## src/sv/ncs_pkg.sv

```systemverilog
// Shared types, constants and the default color table for the nearest palette color search.
// No dependencies; every other file of the block refers to this package by scoped names.
`default_nettype none

package ncs_pkg;

	localparam int IDX_W = 8;      // palette index width on the ports
	localparam int CH_W = 8;       // width of one 8-bit color channel
	localparam int NIB_W = 4;      // stored bits per channel
	localparam int ENTRY_W = 3 * NIB_W;
	localparam int SQ_W = 2 * CH_W;
	localparam int DIST_W = SQ_W + 2;
	localparam int COUNT_W = 9;    // window length, zero through 511
	localparam int PALETTE_SIZE_DEF = 256;
	localparam int TABLE_DEPTH = 256;

	localparam logic [CH_W-1:0] WINDOW_START_RST = 8'h00;
	localparam logic [COUNT_W-1:0] WINDOW_COUNT_RST = 9'd256;

	typedef enum logic [0:0] {
		CFG_WINDOW_START = 1'b0,
		CFG_WINDOW_COUNT = 1'b1
	} cfg_reg_t;

	typedef enum logic [0:0] {
		ACT_WRITE = 1'b0,
		ACT_SEARCH = 1'b1
	} action_t;

	typedef enum logic [2:0] {
		ST_IDLE,
		ST_MOD,
		ST_SCAN,
		ST_RESULT
	} state_t;

	typedef struct packed {
		action_t action;
		logic [IDX_W-1:0] entry_index;
		logic [CH_W-1:0] entry_red;
		logic [CH_W-1:0] entry_green;
		logic [CH_W-1:0] entry_blue;
		logic [CH_W-1:0] pixel_red;
		logic [CH_W-1:0] pixel_green;
		logic [CH_W-1:0] pixel_blue;
	} item_t;

	typedef struct packed {
		logic [IDX_W-1:0] nearest_index;
		logic is_search_answer;
	} result_t;

	// Registered read response of the palette store.
	typedef struct packed {
		logic valid;
		logic [IDX_W-1:0] addr;
		logic [ENTRY_W-1:0] entry;
	} pal_rd_t;

	// Registered output of the distance unit.
	typedef struct packed {
		logic valid;
		logic [IDX_W-1:0] idx;
		logic [DIST_W-1:0] sq_dist;
	} dist_resp_t;

	// Contents of the palette after reset, red in the top nibble.
	localparam logic [ENTRY_W-1:0] DEFAULT_PALETTE [TABLE_DEPTH] = '{
		12'h000, 12'hfff, 12'h800, 12'hafe, 12'hc4c, 12'h0c5, 12'h00a, 12'hee7,
		12'hd85, 12'h640, 12'hf77, 12'h333, 12'h777, 12'haf6, 12'h08f, 12'hbbb,
		12'h000, 12'h111, 12'h222, 12'h333, 12'h444, 12'h555, 12'h666, 12'h777,
		12'h888, 12'h999, 12'haaa, 12'hbbb, 12'hccc, 12'hddd, 12'heee, 12'hfff,
		12'h211, 12'h433, 12'h644, 12'h866, 12'ha88, 12'hc99, 12'hfbb, 12'h211,
		12'h422, 12'h633, 12'h844, 12'ha55, 12'hc66, 12'hf77, 12'h200, 12'h411,
		12'h611, 12'h822, 12'ha22, 12'hc33, 12'hf33, 12'h200, 12'h400, 12'h600,
		12'h800, 12'ha00, 12'hc00, 12'hf00, 12'h221, 12'h443, 12'h664, 12'h886,
		12'haa8, 12'hcc9, 12'hfeb, 12'h211, 12'h432, 12'h653, 12'h874, 12'ha95,
		12'hcb6, 12'hfd7, 12'h210, 12'h431, 12'h651, 12'h862, 12'ha82, 12'hca3,
		12'hfc3, 12'h210, 12'h430, 12'h640, 12'h860, 12'ha80, 12'hc90, 12'hfb0,
		12'h121, 12'h343, 12'h564, 12'h786, 12'h9a8, 12'hbc9, 12'hdfb, 12'h121,
		12'h342, 12'h463, 12'h684, 12'h8a5, 12'h9c6, 12'hbf7, 12'h120, 12'h241,
		12'h461, 12'h582, 12'h6a2, 12'h8c3, 12'h9f3, 12'h120, 12'h240, 12'h360,
		12'h480, 12'h5a0, 12'h6c0, 12'h7f0, 12'h121, 12'h343, 12'h465, 12'h686,
		12'h8a8, 12'h9ca, 12'hbfc, 12'h121, 12'h242, 12'h364, 12'h485, 12'h5a6,
		12'h6c8, 12'h7f9, 12'h020, 12'h141, 12'h162, 12'h283, 12'h2a4, 12'h3c5,
		12'h3f6, 12'h020, 12'h041, 12'h061, 12'h082, 12'h0a2, 12'h0c3, 12'h0f3,
		12'h122, 12'h344, 12'h466, 12'h688, 12'h8aa, 12'h9cc, 12'hbff, 12'h122,
		12'h244, 12'h366, 12'h488, 12'h5aa, 12'h6cc, 12'h7ff, 12'h022, 12'h144,
		12'h166, 12'h288, 12'h2aa, 12'h3cc, 12'h3ff, 12'h022, 12'h044, 12'h066,
		12'h088, 12'h0aa, 12'h0cc, 12'h0ff, 12'h112, 12'h334, 12'h456, 12'h668,
		12'h88a, 12'h9ac, 12'hbcf, 12'h112, 12'h224, 12'h346, 12'h458, 12'h56a,
		12'h68c, 12'h79f, 12'h002, 12'h114, 12'h126, 12'h238, 12'h24a, 12'h35c,
		12'h36f, 12'h002, 12'h014, 12'h016, 12'h028, 12'h02a, 12'h03c, 12'h03f,
		12'h112, 12'h334, 12'h546, 12'h768, 12'h98a, 12'hb9c, 12'hdbf, 12'h112,
		12'h324, 12'h436, 12'h648, 12'h85a, 12'h96c, 12'hb7f, 12'h102, 12'h214,
		12'h416, 12'h528, 12'h62a, 12'h83c, 12'h93f, 12'h102, 12'h204, 12'h306,
		12'h408, 12'h50a, 12'h60c, 12'h70f, 12'h212, 12'h434, 12'h646, 12'h868,
		12'ha8a, 12'hc9c, 12'hfbe, 12'h211, 12'h423, 12'h635, 12'h847, 12'ha59,
		12'hc6b, 12'hf7d, 12'h201, 12'h413, 12'h615, 12'h826, 12'ha28, 12'hc3a,
		12'hf3c, 12'h201, 12'h403, 12'h604, 12'h806, 12'ha08, 12'hc09, 12'hf0b
	};

endpackage

`default_nettype wire

```

## src/sv/nearest_palette_color_search.sv

```systemverilog
// Top level of the nearest palette color search: sequencer, configuration registers and
// result register. Depends on ncs_pkg, ncs_mod, ncs_palette and ncs_dist.
`default_nettype none

// The block keeps a palette of PALETTE_SIZE 12-bit colors (4 bits per channel) that holds
// the built-in default table after reset. Each item is either a write, which stores the
// upper nibbles of an RGB triple at entry_index modulo PALETTE_SIZE, or a search, which
// returns the index of the entry closest in squared Euclidean distance to an 8-bit RGB
// pixel, looking at window_count entries from window_start onward and wrapping at the end
// of the palette; among equal distances the one met first wins, and an empty window answers
// index zero. Every item gives exactly one result transfer. The block takes one item at a
// time: item_stall is high from the transfer of an item until its result has been placed in
// the output register, and the output register frees the input side again while that result
// waits for its own transfer. An item first reduces its index (entry_index or window_start)
// modulo the palette size by a reciprocal multiplication. A write then updates the palette
// and its result goes to the output register. A search reads the palette through its single
// read port at one entry a cycle, followed by the read, distance and compare stages, and its
// result goes to the output register once the scan and these stages are through. A finished
// result waits while a stalled receiver has not yet emptied the output register. Configuration
// writes are always taken (cfg_ready is high) and belong in idle periods only. There is no
// clearing pass after reset.
module nearest_palette_color_search #(
	parameter int PALETTE_SIZE = ncs_pkg::PALETTE_SIZE_DEF
) (
	input wire logic clk,
	input wire logic arst_n,
	input wire logic item_valid,
	output logic item_stall,
	input wire ncs_pkg::item_t item,
	output logic result_valid,
	input wire logic result_stall,
	output ncs_pkg::result_t result,
	input wire logic cfg_valid,
	output logic cfg_ready,
	input wire ncs_pkg::cfg_reg_t cfg_index,
	input wire logic [ncs_pkg::COUNT_W-1:0] cfg_data
);

	localparam int AW = $clog2(PALETTE_SIZE);
	localparam int IW = ncs_pkg::IDX_W;
	localparam int NW = ncs_pkg::NIB_W;

	ncs_pkg::state_t state_q;
	ncs_pkg::state_t state_d;

	// Configuration registers.
	logic [IW-1:0] window_start_q;
	logic [ncs_pkg::COUNT_W-1:0] window_count_q;

	// The item being worked on.
	ncs_pkg::item_t item_q;

	// Scan state: next address to read, reads still to issue, best match so far.
	logic [AW-1:0] pos_q;
	logic [ncs_pkg::COUNT_W-1:0] issue_cnt_q;
	logic have_q;
	logic [IW-1:0] best_q;
	logic [ncs_pkg::DIST_W-1:0] best_d_q;

	ncs_pkg::result_t result_q;
	logic result_valid_q;

	logic accept;
	logic result_free;
	logic mod_start;
	logic [IW-1:0] mod_value;
	logic mod_done;
	logic [IW-1:0] mod_rem;
	logic pal_we;
	logic rd_en;
	logic scan_done;
	logic load_result;
	logic [ncs_pkg::ENTRY_W-1:0] wdata;
	ncs_pkg::pal_rd_t pal_rd;
	ncs_pkg::dist_resp_t dist_resp;

	assign accept = item_valid && !item_stall;
	// The output register can take a new result when empty or when its result leaves now.
	assign result_free = !result_valid_q || !result_stall;
	assign scan_done = (issue_cnt_q == '0) && !pal_rd.valid && !dist_resp.valid;
	assign wdata = {item_q.entry_red[ncs_pkg::CH_W-1 -: NW],
		item_q.entry_green[ncs_pkg::CH_W-1 -: NW],
		item_q.entry_blue[ncs_pkg::CH_W-1 -: NW]};

	ncs_mod #(
		.PALETTE_SIZE(PALETTE_SIZE)
	) u_mod (
		.clk(clk),
		.arst_n(arst_n),
		.start(mod_start),
		.value(mod_value),
		.done(mod_done),
		.remainder(mod_rem)
	);

	ncs_palette #(
		.PALETTE_SIZE(PALETTE_SIZE)
	) u_palette (
		.clk(clk),
		.arst_n(arst_n),
		.we(pal_we),
		.waddr(mod_rem[AW-1:0]),
		.wdata(wdata),
		.re(rd_en),
		.raddr(pos_q),
		.rd(pal_rd)
	);

	ncs_dist u_dist (
		.clk(clk),
		.arst_n(arst_n),
		.pixel_red(item_q.pixel_red),
		.pixel_green(item_q.pixel_green),
		.pixel_blue(item_q.pixel_blue),
		.rd(pal_rd),
		.resp(dist_resp)
	);

	// Next state.
	always_comb begin
		state_d = state_q;
		unique case (state_q)
			ncs_pkg::ST_IDLE: begin
				if (accept) begin
					state_d = ncs_pkg::ST_MOD;
				end
			end
			ncs_pkg::ST_MOD: begin
				if (mod_done) begin
					state_d = (item_q.action == ncs_pkg::ACT_SEARCH) ? ncs_pkg::ST_SCAN
						: ncs_pkg::ST_RESULT;
				end
			end
			ncs_pkg::ST_SCAN: begin
				if (scan_done) begin
					state_d = ncs_pkg::ST_RESULT;
				end
			end
			ncs_pkg::ST_RESULT: begin
				if (result_free) begin
					state_d = ncs_pkg::ST_IDLE;
				end
			end
			default: begin
				state_d = ncs_pkg::ST_IDLE;
			end
		endcase
	end

	// Sequencer outputs.
	always_comb begin
		item_stall = (state_q != ncs_pkg::ST_IDLE);
		mod_start = accept;
		mod_value = (item.action == ncs_pkg::ACT_SEARCH) ? window_start_q : item.entry_index;
		pal_we = (state_q == ncs_pkg::ST_MOD) && mod_done
			&& (item_q.action == ncs_pkg::ACT_WRITE);
		rd_en = (state_q == ncs_pkg::ST_SCAN) && (issue_cnt_q != '0);
		load_result = (state_q == ncs_pkg::ST_RESULT) && result_free;
	end

	always_ff @(posedge clk or negedge arst_n) begin
		if (!arst_n) begin
			state_q <= ncs_pkg::ST_IDLE;
			window_start_q <= ncs_pkg::WINDOW_START_RST;
			window_count_q <= ncs_pkg::WINDOW_COUNT_RST;
			issue_cnt_q <= '0;
			have_q <= 1'b0;
			result_valid_q <= 1'b0;
		end else begin
			state_q <= state_d;
			if (cfg_valid && cfg_ready) begin
				unique case (cfg_index)
					ncs_pkg::CFG_WINDOW_START: window_start_q <= cfg_data[IW-1:0];
					ncs_pkg::CFG_WINDOW_COUNT: window_count_q <= cfg_data;
					default: ;
				endcase
			end
			// A search starts with an empty best and the full window still to read.
			if (state_q == ncs_pkg::ST_MOD && mod_done) begin
				issue_cnt_q <= (item_q.action == ncs_pkg::ACT_SEARCH) ? window_count_q : '0;
				have_q <= 1'b0;
			end else begin
				if (rd_en) begin
					issue_cnt_q <= issue_cnt_q - 1'b1;
				end
				if (dist_resp.valid) begin
					have_q <= 1'b1;
				end
			end
			if (load_result) begin
				result_valid_q <= 1'b1;
			end else if (!result_stall) begin
				result_valid_q <= 1'b0;
			end
		end
	end

	always_ff @(posedge clk) begin
		if (accept) begin
			item_q <= item;
		end
		if (state_q == ncs_pkg::ST_MOD && mod_done) begin
			pos_q <= mod_rem[AW-1:0];
			best_q <= '0;
		end else begin
			if (rd_en) begin
				pos_q <= (pos_q == AW'(PALETTE_SIZE - 1)) ? '0 : pos_q + 1'b1;
			end
			// Only a strictly smaller distance replaces the best, so the first minimum stays.
			if (dist_resp.valid && (!have_q || dist_resp.sq_dist < best_d_q)) begin
				best_q <= dist_resp.idx;
				best_d_q <= dist_resp.sq_dist;
			end
		end
		if (load_result) begin
			result_q.is_search_answer <= (item_q.action == ncs_pkg::ACT_SEARCH);
			result_q.nearest_index <= (item_q.action == ncs_pkg::ACT_SEARCH) ? best_q : '0;
		end
	end

	assign cfg_ready = 1'b1;
	assign result_valid = result_valid_q;
	assign result = result_q;

`ifndef SYNTH
	// Palette reads and distances belong to a running scan only.
	a_scan_only: assert property (@(posedge clk) disable iff (!arst_n)
		(pal_rd.valid || dist_resp.valid) |-> state_q == ncs_pkg::ST_SCAN)
		else $error("palette read or distance outside a scan");

	// A new result never overwrites one that is still held by a stalled receiver.
	a_no_overwrite: assert property (@(posedge clk) disable iff (!arst_n)
		load_result |-> !(result_valid_q && result_stall))
		else $error("result register overwritten while stalled");

	// An accepted item always goes to the index reduction first.
	a_accept_to_mod: assert property (@(posedge clk) disable iff (!arst_n)
		accept |=> state_q == ncs_pkg::ST_MOD)
		else $error("accepted item did not start the index reduction");

	// The best index always lies inside the palette.
	a_best_range: assert property (@(posedge clk) disable iff (!arst_n)
		have_q |-> best_q <= IW'(PALETTE_SIZE - 1))
		else $error("best index beyond the palette");

	// A palette write happens only for a write item.
	a_write_kind: assert property (@(posedge clk) disable iff (!arst_n)
		pal_we |-> item_q.action == ncs_pkg::ACT_WRITE && state_q == ncs_pkg::ST_MOD)
		else $error("palette written outside a write item");
`endif

endmodule

`default_nettype wire

```

## src/sv/ncs_mod.sv

```systemverilog
// Reduction of an 8-bit index modulo the palette size by reciprocal multiplication, in two steps.
// Depends on ncs_pkg for the index width.
`default_nettype none

module ncs_mod #(
	parameter int PALETTE_SIZE = ncs_pkg::PALETTE_SIZE_DEF
) (
	input wire logic clk,
	input wire logic arst_n,
	input wire logic start,
	input wire logic [ncs_pkg::IDX_W-1:0] value,
	output logic done,
	output logic [ncs_pkg::IDX_W-1:0] remainder
);

	localparam int IW = ncs_pkg::IDX_W;
	localparam int SH = IW + $clog2(PALETTE_SIZE);
	localparam int MW = IW + 2;
	localparam int PW = IW + MW;
	// Reciprocal of the palette size scaled by 2^SH and rounded up. With this scale the top
	// bits of the product are the exact quotient of every IW-bit value.
	localparam logic [MW-1:0] RECIP = MW'(((1 << SH) + PALETTE_SIZE - 1) / PALETTE_SIZE);
	localparam logic [PW-1:0] DIVISOR = PW'(PALETTE_SIZE);

	logic busy_q;
	logic done_q;
	logic [IW-1:0] val_q;
	logic [IW-1:0] quo_q;
	logic [IW-1:0] rem_q;
	logic [PW-1:0] prod;
	logic [PW-1:0] back;

	assign prod = PW'(value) * PW'(RECIP);
	assign back = PW'(quo_q) * DIVISOR;

	always_ff @(posedge clk or negedge arst_n) begin
		if (!arst_n) begin
			busy_q <= 1'b0;
			done_q <= 1'b0;
		end else begin
			busy_q <= start;
			done_q <= busy_q;
		end
	end

	// First step keeps the value and its quotient, the second subtracts quotient times size.
	always_ff @(posedge clk) begin
		if (start) begin
			val_q <= value;
			quo_q <= IW'(prod >> SH);
		end
		if (busy_q) begin
			rem_q <= val_q - back[IW-1:0];
		end
	end

	assign done = done_q;
	assign remainder = rem_q;

endmodule

`default_nettype wire

```

## src/sv/ncs_palette.sv

```systemverilog
// Palette store: one write and one registered read port, with per-entry valid bits so that
// an entry never written reads as the default table. Depends on ncs_pkg.
`default_nettype none

module ncs_palette #(
	parameter int PALETTE_SIZE = ncs_pkg::PALETTE_SIZE_DEF
) (
	input wire logic clk,
	input wire logic arst_n,
	input wire logic we,
	input wire logic [$clog2(PALETTE_SIZE)-1:0] waddr,
	input wire logic [ncs_pkg::ENTRY_W-1:0] wdata,
	input wire logic re,
	input wire logic [$clog2(PALETTE_SIZE)-1:0] raddr,
	output ncs_pkg::pal_rd_t rd
);

	localparam int AW = $clog2(PALETTE_SIZE);

	logic [ncs_pkg::ENTRY_W-1:0] mem [PALETTE_SIZE];
	logic [PALETTE_SIZE-1:0] written_q;
	logic [ncs_pkg::ENTRY_W-1:0] rdata_s1;
	logic rwritten_s1;
	logic rvalid_s1;
	logic [AW-1:0] raddr_s1;
	logic [ncs_pkg::IDX_W-1:0] raddr_ext;

	always_ff @(posedge clk) begin
		if (we) begin
			mem[waddr] <= wdata;
		end
		if (re) begin
			rdata_s1 <= mem[raddr];
			raddr_s1 <= raddr;
		end
	end

	always_ff @(posedge clk or negedge arst_n) begin
		if (!arst_n) begin
			written_q <= '0;
			rvalid_s1 <= 1'b0;
			rwritten_s1 <= 1'b0;
		end else begin
			if (we) begin
				written_q[waddr] <= 1'b1;
			end
			rvalid_s1 <= re;
			if (re) begin
				rwritten_s1 <= written_q[raddr];
			end
		end
	end

	assign raddr_ext = ncs_pkg::IDX_W'(raddr_s1);

	always_comb begin
		rd.valid = rvalid_s1;
		rd.addr = raddr_ext;
		rd.entry = rwritten_s1 ? rdata_s1 : ncs_pkg::DEFAULT_PALETTE[raddr_ext];
	end

endmodule

`default_nettype wire

```

## src/sv/ncs_dist.sv

```systemverilog
// Distance unit: squared Euclidean distance between a pixel and one palette entry, registered.
// Depends on ncs_pkg for widths and the read and result structs.
`default_nettype none

module ncs_dist (
	input wire logic clk,
	input wire logic arst_n,
	input wire logic [ncs_pkg::CH_W-1:0] pixel_red,
	input wire logic [ncs_pkg::CH_W-1:0] pixel_green,
	input wire logic [ncs_pkg::CH_W-1:0] pixel_blue,
	input wire ncs_pkg::pal_rd_t rd,
	output ncs_pkg::dist_resp_t resp
);

	localparam int NW = ncs_pkg::NIB_W;

	// A stored nibble n stands for the 8-bit level n*16.
	function automatic logic [ncs_pkg::SQ_W-1:0] channel_sq(
		input logic [ncs_pkg::CH_W-1:0] pix,
		input logic [NW-1:0] nib
	);
		logic [ncs_pkg::CH_W-1:0] lvl;
		logic [ncs_pkg::CH_W-1:0] diff;
		lvl = {nib, {NW{1'b0}}};
		diff = (pix > lvl) ? (pix - lvl) : (lvl - pix);
		return diff * diff;
	endfunction

	logic [ncs_pkg::DIST_W-1:0] sq_sum;
	logic valid_s2;
	logic [ncs_pkg::IDX_W-1:0] idx_s2;
	logic [ncs_pkg::DIST_W-1:0] dist_s2;

	assign sq_sum = ncs_pkg::DIST_W'(channel_sq(pixel_red, rd.entry[3*NW-1:2*NW]))
		+ ncs_pkg::DIST_W'(channel_sq(pixel_green, rd.entry[2*NW-1:NW]))
		+ ncs_pkg::DIST_W'(channel_sq(pixel_blue, rd.entry[NW-1:0]));

	always_ff @(posedge clk or negedge arst_n) begin
		if (!arst_n) begin
			valid_s2 <= 1'b0;
		end else begin
			valid_s2 <= rd.valid;
		end
	end

	always_ff @(posedge clk) begin
		if (rd.valid) begin
			idx_s2 <= rd.addr;
			dist_s2 <= sq_sum;
		end
	end

	always_comb begin
		resp.valid = valid_s2;
		resp.idx = idx_s2;
		resp.sq_dist = dist_s2;
	end

endmodule

`default_nettype wire

```

## config.mk

```make
export PLATFORM = sky130hd
export DESIGN_NAME = nearest_palette_color_search
export DESIGN_NICKNAME = d
export VERILOG_FILES = /design/src/sv/ncs_pkg.sv /design/src/sv/nearest_palette_color_search.sv /design/src/sv/ncs_mod.sv /design/src/sv/ncs_palette.sv /design/src/sv/ncs_dist.sv
export SDC_FILE = /design/constraint.sdc
export NUM_CORES = 2
export LEC_CHECK = 0
export BUFFER_PORTS_ARGS = -buffer_cell sky130_fd_sc_hd__buf_2
export CORE_MARGIN = 2
export CORE_UTILIZATION = 50
export CTS_CLUSTER_DIAMETER = 30
export DETAILED_ROUTE_END_ITERATION = 10
export HOLD_SLACK_MARGIN = 0.03
export MAX_ROUTING_LAYER = met4
export PLACE_DENSITY_LB_ADDON = 0.3
export SLEW_MARGIN = 20
export SYNTH_ARGS = -nofsm -noshare
export SYNTH_HDL_FRONTEND = slang
export SYNTH_SLANG_ARGS = --single-unit
export TNS_END_PERCENT = 100
```

## constraint.sdc

```tcl
create_clock -name clk -period 18.75 [get_ports clk]
set_input_delay 0.9375 -clock clk [delete_from_list [all_inputs] [get_ports clk]]
set_output_delay 0.9375 -clock clk [all_outputs]
set_load 0.005 [all_outputs]
```

Yosys cells after proc, flatten, opt, wreduce, memory -nomap -nowiden. Memories as Yosys holds them, arrays and structs flattened. A register that Yosys moved wholly into a read port is not among the register bits. Cells that the tools add are included.

Bits in registers: 434. Bits in writable memories: 3072. Bits in read-only memories: 3072. Input port bits: 72. Output and inout port bits: 12. Word-level logic and storage cells: 122. Memories: 2.

Memory list: (no name shown) (depth 256, width 12, read ports 1, clocked after memory_dff 0, write ports 0, RTL line ncs_palette.sv:59) `rd.entry = rwritten_s1 ? rdata_s1 : ncs_pkg::DEFAULT_PALETTE[raddr_ext];`; u_palette.mem (depth 256, width 12, read ports 1, clocked after memory_dff 1, write ports 1, RTL line ncs_palette.sv:20) `logic [ncs_pkg::ENTRY_W-1:0] mem [PALETTE_SIZE];`.

Add/subtract/negate cells: 10. Multipliers: 3. Magnitude comparators: 8. Equal/unequal tests: 9. Mux-type cells: 29. Bitwise operators: 5. Reductions and logical operators: 27.

Operators with widths (count): $or 256x256->256 (1); $mux 8 (7); $mul 8x8->16 (3); $sub 8x8->8 (6); $mux 12 (3); $mux 9 (3); $gt 8x8->1 (3); $add 18x16->18 (1); $lt 18x18->1 (1); $lt 8x9->1 const B (2); $add 16x16->17 (1); $mux 3 (4); $pmux 3 s4 (1); $ge 9x9->1 const B (1); $logic_and 1x1->1 (9); $logic_not 9->1 (1); $mux 1 (9); $not 8->9 (1); $reduce_bool 9->1 (1); $sub 9x1->9 const B (1); $add 8x1->8 const B (1); $bmux 1 s8 (1); $demux 1 s8 (1); $eq 8x8->1 const B (1); 13 further kinds (28).

Logic depth before layout (Yosys ltp).
Word-level depth: 10. Mapped depth: 53. Mapped depth without buffers: 50.

Cells and area by module. From an unflattened synthesis, not the netlist that was laid out.

Cell total of the unflattened synthesis: 7566. Area total of the unflattened synthesis: 144090.7 µm².

By module, submodules not included: ncs_palette (times used 1, cells each 6349, area an instance 130980.6 µm², seq. area each 99305.2 µm²); ncs_dist (times used 1, cells each 846, area an instance 7858.8 µm², seq. area each 805.8 µm²); nearest_palette_color_search (times used 1, cells each 353, area an instance 4720.8 µm², seq. area each 3074.2 µm²); ncs_mod (times used 1, cells each 18, area an instance 530.5 µm², seq. area each 530.5 µm²).

Worst setup path after synthesis. Ideal clock, no wire load.

Path type: register to register. Start point: register u_palette.raddr_s1[0] (netlist: u_palette.raddr_ext[0]). End point: register u_dist.dist_s2[17] in the netlist's numbering, data pin. Setup time: 0.158 ns. Arrival: 12.362 ns. Required time: 18.592 ns. Setup slack: 6.230 ns. Cell stages (with the launch flop): 49. Buffers on the path: 5. Clock period less this slack: 12.520 ns. Path through: edfxtp_1 > buf_2 > clkbuf_1 > inv_1 > ha_1 > clkbuf_1 > or2_2 > clkbuf_1 > a31oi_1 > nor2_1 > a21o_1 > mux4_2 > and2_1 > o31ai_1 > ha_1 > and4_1 > a32oi_1 > a2111oi_0 > [... 13 more ...] > ha_1 > a21boi_0 > nor2_1 > fa_1 > inv_1 > fa_1 > inv_1 > fa_1 > inv_1 > fa_1 > inv_1 > ha_1 > or2_2 > a21oi_1 > a21oi_1 > a211o_1 > a2111o_1 > o211ai_1.

Longest elaborated chain between the ends: 10. Elaborated cells on any way between the ends: 22. Classes of those cells: add/sub (8); mul (3); order compare (3); mux (6); bitwise (1); memory (1).

RTL lines: from (decl) (RTL line ncs_palette.sv:25) `logic [AW-1:0] raddr_s1;`; from (signal assigned) (RTL line ncs_palette.sv:34) `raddr_s1 <= raddr;`; $not 8->9 (implied by the code) (*) (RTL line ncs_palette.sv:59); $mem_v2 256x12 (*); $mux 12 (implied by the code) (*) (2 in a row) (RTL line ncs_palette.sv:59); $mux 12 (*) (RTL line ncs_palette.sv:59); $sub 8x8->8 or $gt 8x8->1 (tied branches) (RTL line ncs_dist.sv:25) `diff = (pix > lvl) ? (pix - lvl) : (lvl - pix);`; $mux 8 (RTL line ncs_dist.sv:25); $mul 8x8->16 (RTL line ncs_dist.sv:26) `return diff * diff;`; $add 16x16->17 (RTL line ncs_dist.sv:35) `+ ncs_pkg::DIST_W'(channel_sq(pixel_green, rd.entry[2*NW-1:NW]))`; $add 18x16->18 (*) (RTL line ncs_dist.sv:36) `+ ncs_pkg::DIST_W'(channel_sq(pixel_blue, rd.entry[NW-1:0]));`; net u_dist.sq_sum, one bit (RTL line ncs_dist.sv:29) `logic [ncs_pkg::DIST_W-1:0] sq_sum;`; to (signal assigned) (RTL line ncs_dist.sv:49) `dist_s2 <= sq_sum;`; to (decl) (RTL line ncs_dist.sv:32) `logic [ncs_pkg::DIST_W-1:0] dist_s2;`.

The timed path passes the listed nets; every way through them passes the cells marked *. The select of a mux whose other input is x is not followed. A chain may end at the register's enable or synchronous reset.

Worst setup path in the final report.
Start point: register u_palette.raddr_s1[2] (netlist: u_palette.raddr_ext[2]). End point: register u_dist.dist_s2[16] in the netlist's numbering, data pin.

Same word-level chain as after synthesis.

==> out/qor.csv <==
metric;value;unit
Die W;541.8;µm
Routed Antenna Nets;0;
layout cells sized above 1;33.64;%
Post-Syn Area;0.1446;mm²
vias in the first global route;76280;
Seq/Total Area, Yosys;71.73;%
post-CTS setup buffers;0;
fin util;59.34;%
EDFF count, synth;3206;
outcome;completed;
core area;0.2879;mm²
Worst Hold Launch;item[46];
Worst Hold Endpoint;item_q[46]$_DFFE_PP_;
IO Pins;84;
Die H;541.8;µm
Syn Nets;7585;
Sum Neg Setup Slack;0;ps
Slew headroom;17.51;%
Setup Viol. Count Final;0;
Max Freq;70.49;MHz
Residual DRC;0;
clock sinks;3505;
later-pin clock latency in the skew report;1040;ps
DP Wirelength;207.0;mm
unique cell type count in the Yosys netlist;78;
main flop type after synthesis;edfxtp_1;
Slew Viols, Final;0;
Congestion Overflow GR;0;
top-area cell type share of the netlist area;66.58;%
initial DRC count;9003;
Setup CP Type;reg2reg;
synthesized instance count;7240;
fin nets;8112;
PortBufs;70;
number of fill cells in the layout;20030;
FF-to-FF End;u_dist.dist_s2[16]$_DFFE_PP_;
CP max-delay cell;a32oi_1;
H-tree lvl count;6;
root buf cell;clkbuf_16;
Final period util;75.66;%
RD Place Congestion;0.9171;
CP Max Fanout;56;
First-pass DRT Iterations;6;
routed vias;74060;
CTS Buf Count;579;
Async S/R FF share, synth;8.302;%
yosys warns;0;
largest net degree at the start of global routing;221;
startpoint types;flip-flop;
crit-path most repeated cell;fa_1;
Mapped Avg Cell Area;19.97;µm²
synthesized flop and latch total;3505;
Initial Util;50.22;%
CTS tree;done;
clock skew;59.63;ps
max-cap check violation count;0;
initial antenna violation count;5;
RR Startpoint;u_palette.raddr_ext[2]$_DFFE_PP_;
Die Footprint;0.2935;mm²
row cnt;197;
Hold Vio Cnt, Final;0;
Clock transition at path regs;50;ps
Hold Path Depth;1;
largest area contributor in the netlist;edfxtp_1;
global-route wire length before repair;524.6;mm
RSZ-0062 raised after global routing;no;
DR vias/cell;6.147;
Setup crit end kind;flip-flop;
Routed wire per std cell;29.57;µm
Hold Crit Class;in2reg;
CP required;19490;ps
synth top area cells;edfxtp_1 (67%), mux4_2 (16%), dfrtp_1 (5.0%);
GRT Util Overall;25.12;%
final WL;356.3;mm
critical path data arrival time;14930;ps
Slew @ Worst Pin;1233;ps
fin crit period;14190;ps
R2R depth;41;
Area Overhead vs Synth;18.15;%
CTS max path bufs;4;
reg2reg setup slack;4560;ps
slowest cell delay on critical path;670;ps
placed cells by master (no fill, tap or decap), types with 39 or more instances in the layout:
master	n
a21oi_1	90
a22oi_1	69
buf_2	69
buf_4	240
bufinv_16	63
clkbuf_1	74
clkbuf_16	586
clkinv_1	53
clkinv_2	75
clkinv_4	39
clkinvlp_4	58
dfrtp_1	289
edfxtp_1	3206
fa_1	119
ha_1	154
inv_1	239
inv_6	45
mux2i_1	50
mux4_2	1038
nand2_1	203
nor2_1	278
nor2_2	122
nor3_1	40
o21ai_0	98
or2_2	267
xnor2_1	43
metrics by stage:
stage / instance area (µm²) / setup WS, ps / hold slack, ps / instances
6_report: 170800 / 4564 / 90.27 / 12050
5_1_grt: 170800 / 3654 / 79.16 / 12050
4_1_cts: 170700 / 4674 / 41.30 / 12040
3_5_place_dp: 150400 / 4723 / 410.1 / 10960
3_3_place_gp: 150300 / 4708 / 408.3 / 10960
2_1_floorplan: 144600 / 6230 / 400.3 / 7240
synthesized netlist by cell type (all sizes together) (90+ instances only):
cell	instances
mux4	1038
buf	171
or2	267
fa	119
nor2	402
inv	242
ha	154
o21ai	101
dfrtp	290
edfxtp	3206
nand2	215
clkbuf	217
a21oi	90
flip-flops by register name, summed over array words and instances (netlist names), 2 cells and up:
name	count
result	9
item_q	37
state_q	2
best_q	8
u_mod.val_q	8
u_palette.raddr_ext	8
u_palette.written_q	256
best_d_q	18
u_dist.dist_s2	18
window_start_q	8
u_dist.idx_s2	8
u_mod.remainder	8
window_count_q	9
issue_cnt_q	9
pos_q	8
u_palette.rdata_s1	12
u_palette.mem	3072
how the worst max path moves through the flow:
| stage | start | end | slack [ps] |
|---|---|---|---|
| 3_3_place_gp | u_palette.raddr_ext[2]$_DFFE_PP_ | u_dist.dist_s2[17]$_DFFE_PP_ | 4710 |
| 5_1_grt | u_palette.raddr_ext[2]$_DFFE_PP_ | u_dist.dist_s2[16]$_DFFE_PP_ | 3650 |
| 2_1_floorplan | u_palette.raddr_ext[0]$_DFFE_PP_ | u_dist.dist_s2[17]$_DFFE_PP_ | 6230 |
| 3_5_place_dp | u_palette.raddr_ext[2]$_DFFE_PP_ | u_dist.dist_s2[16]$_DFFE_PP_ | 4720 |
| 4_1_cts | u_palette.raddr_ext[2]$_DFFE_PP_ | u_dist.dist_s2[17]$_DFFE_PP_ | 4670 |
| 6_report | u_palette.raddr_ext[2]$_DFFE_PP_ | u_dist.dist_s2[16]$_DFFE_PP_ | 4560 |
per-layer routing:
layer	vias to the layer above	track usage, %	wire, µm
li1	30520	-	-
met1	39330	34.26	142100
met2	3588	38.35	171600
met3	620	5.288	31730
met4	0	7.756	10900
met5	-	-	0
critical path, delay by kind of cell (launching register included):
family | cells | cell delay [ps]
adders and majority gates | 14 | 6640
AOI/OAI and AO/OA | 10 | 3390
DFF | 1 | 340
buffers and inverters | 9 | 1410
muxes | 2 | 970
and+or+nand+nor | 6 | 1130
layout make-up:
| type | count | area, µm² | area share (%) |
|---|---|---|---|
| antenna | 6 | 15.01 | 0.008789 |
| clock buffer | 686 | 15300 | 8.956 |
| clock inverter | 390 | 4976 | 2.913 |
| inverter | 245 | 919.6 | 0.5383 |
| multi-input combinational | 3102 | 38570 | 22.58 |
| sequential | 3505 | 103700 | 60.71 |
| tap | 3781 | 4731 | 2.769 |
| timing repair buffer | 334 | 2605 | 1.525 |
cell families after synthesis:
logic type	synth area share (%)
adder cells (fa/ha/maj)	2.980
AND/OR/NAND/NOR	3.672
other	0.002593
AO/OA/AOI/OAI	2.582
flip-flops	71.73
XOR/XNOR	0.3937
buffers and inverters	1.884
multiplexers	16.76
repair_timing:
action                                 4_1_cts  5_1_grt
endpoints found under the hold margin       55        0
hold buffers                                 1        0
gates resized for setup                      0        0
Power is left out: the tool's default activity adds up to more than one toggle a clock period on the data nets, which glitch-free logic cannot reach.
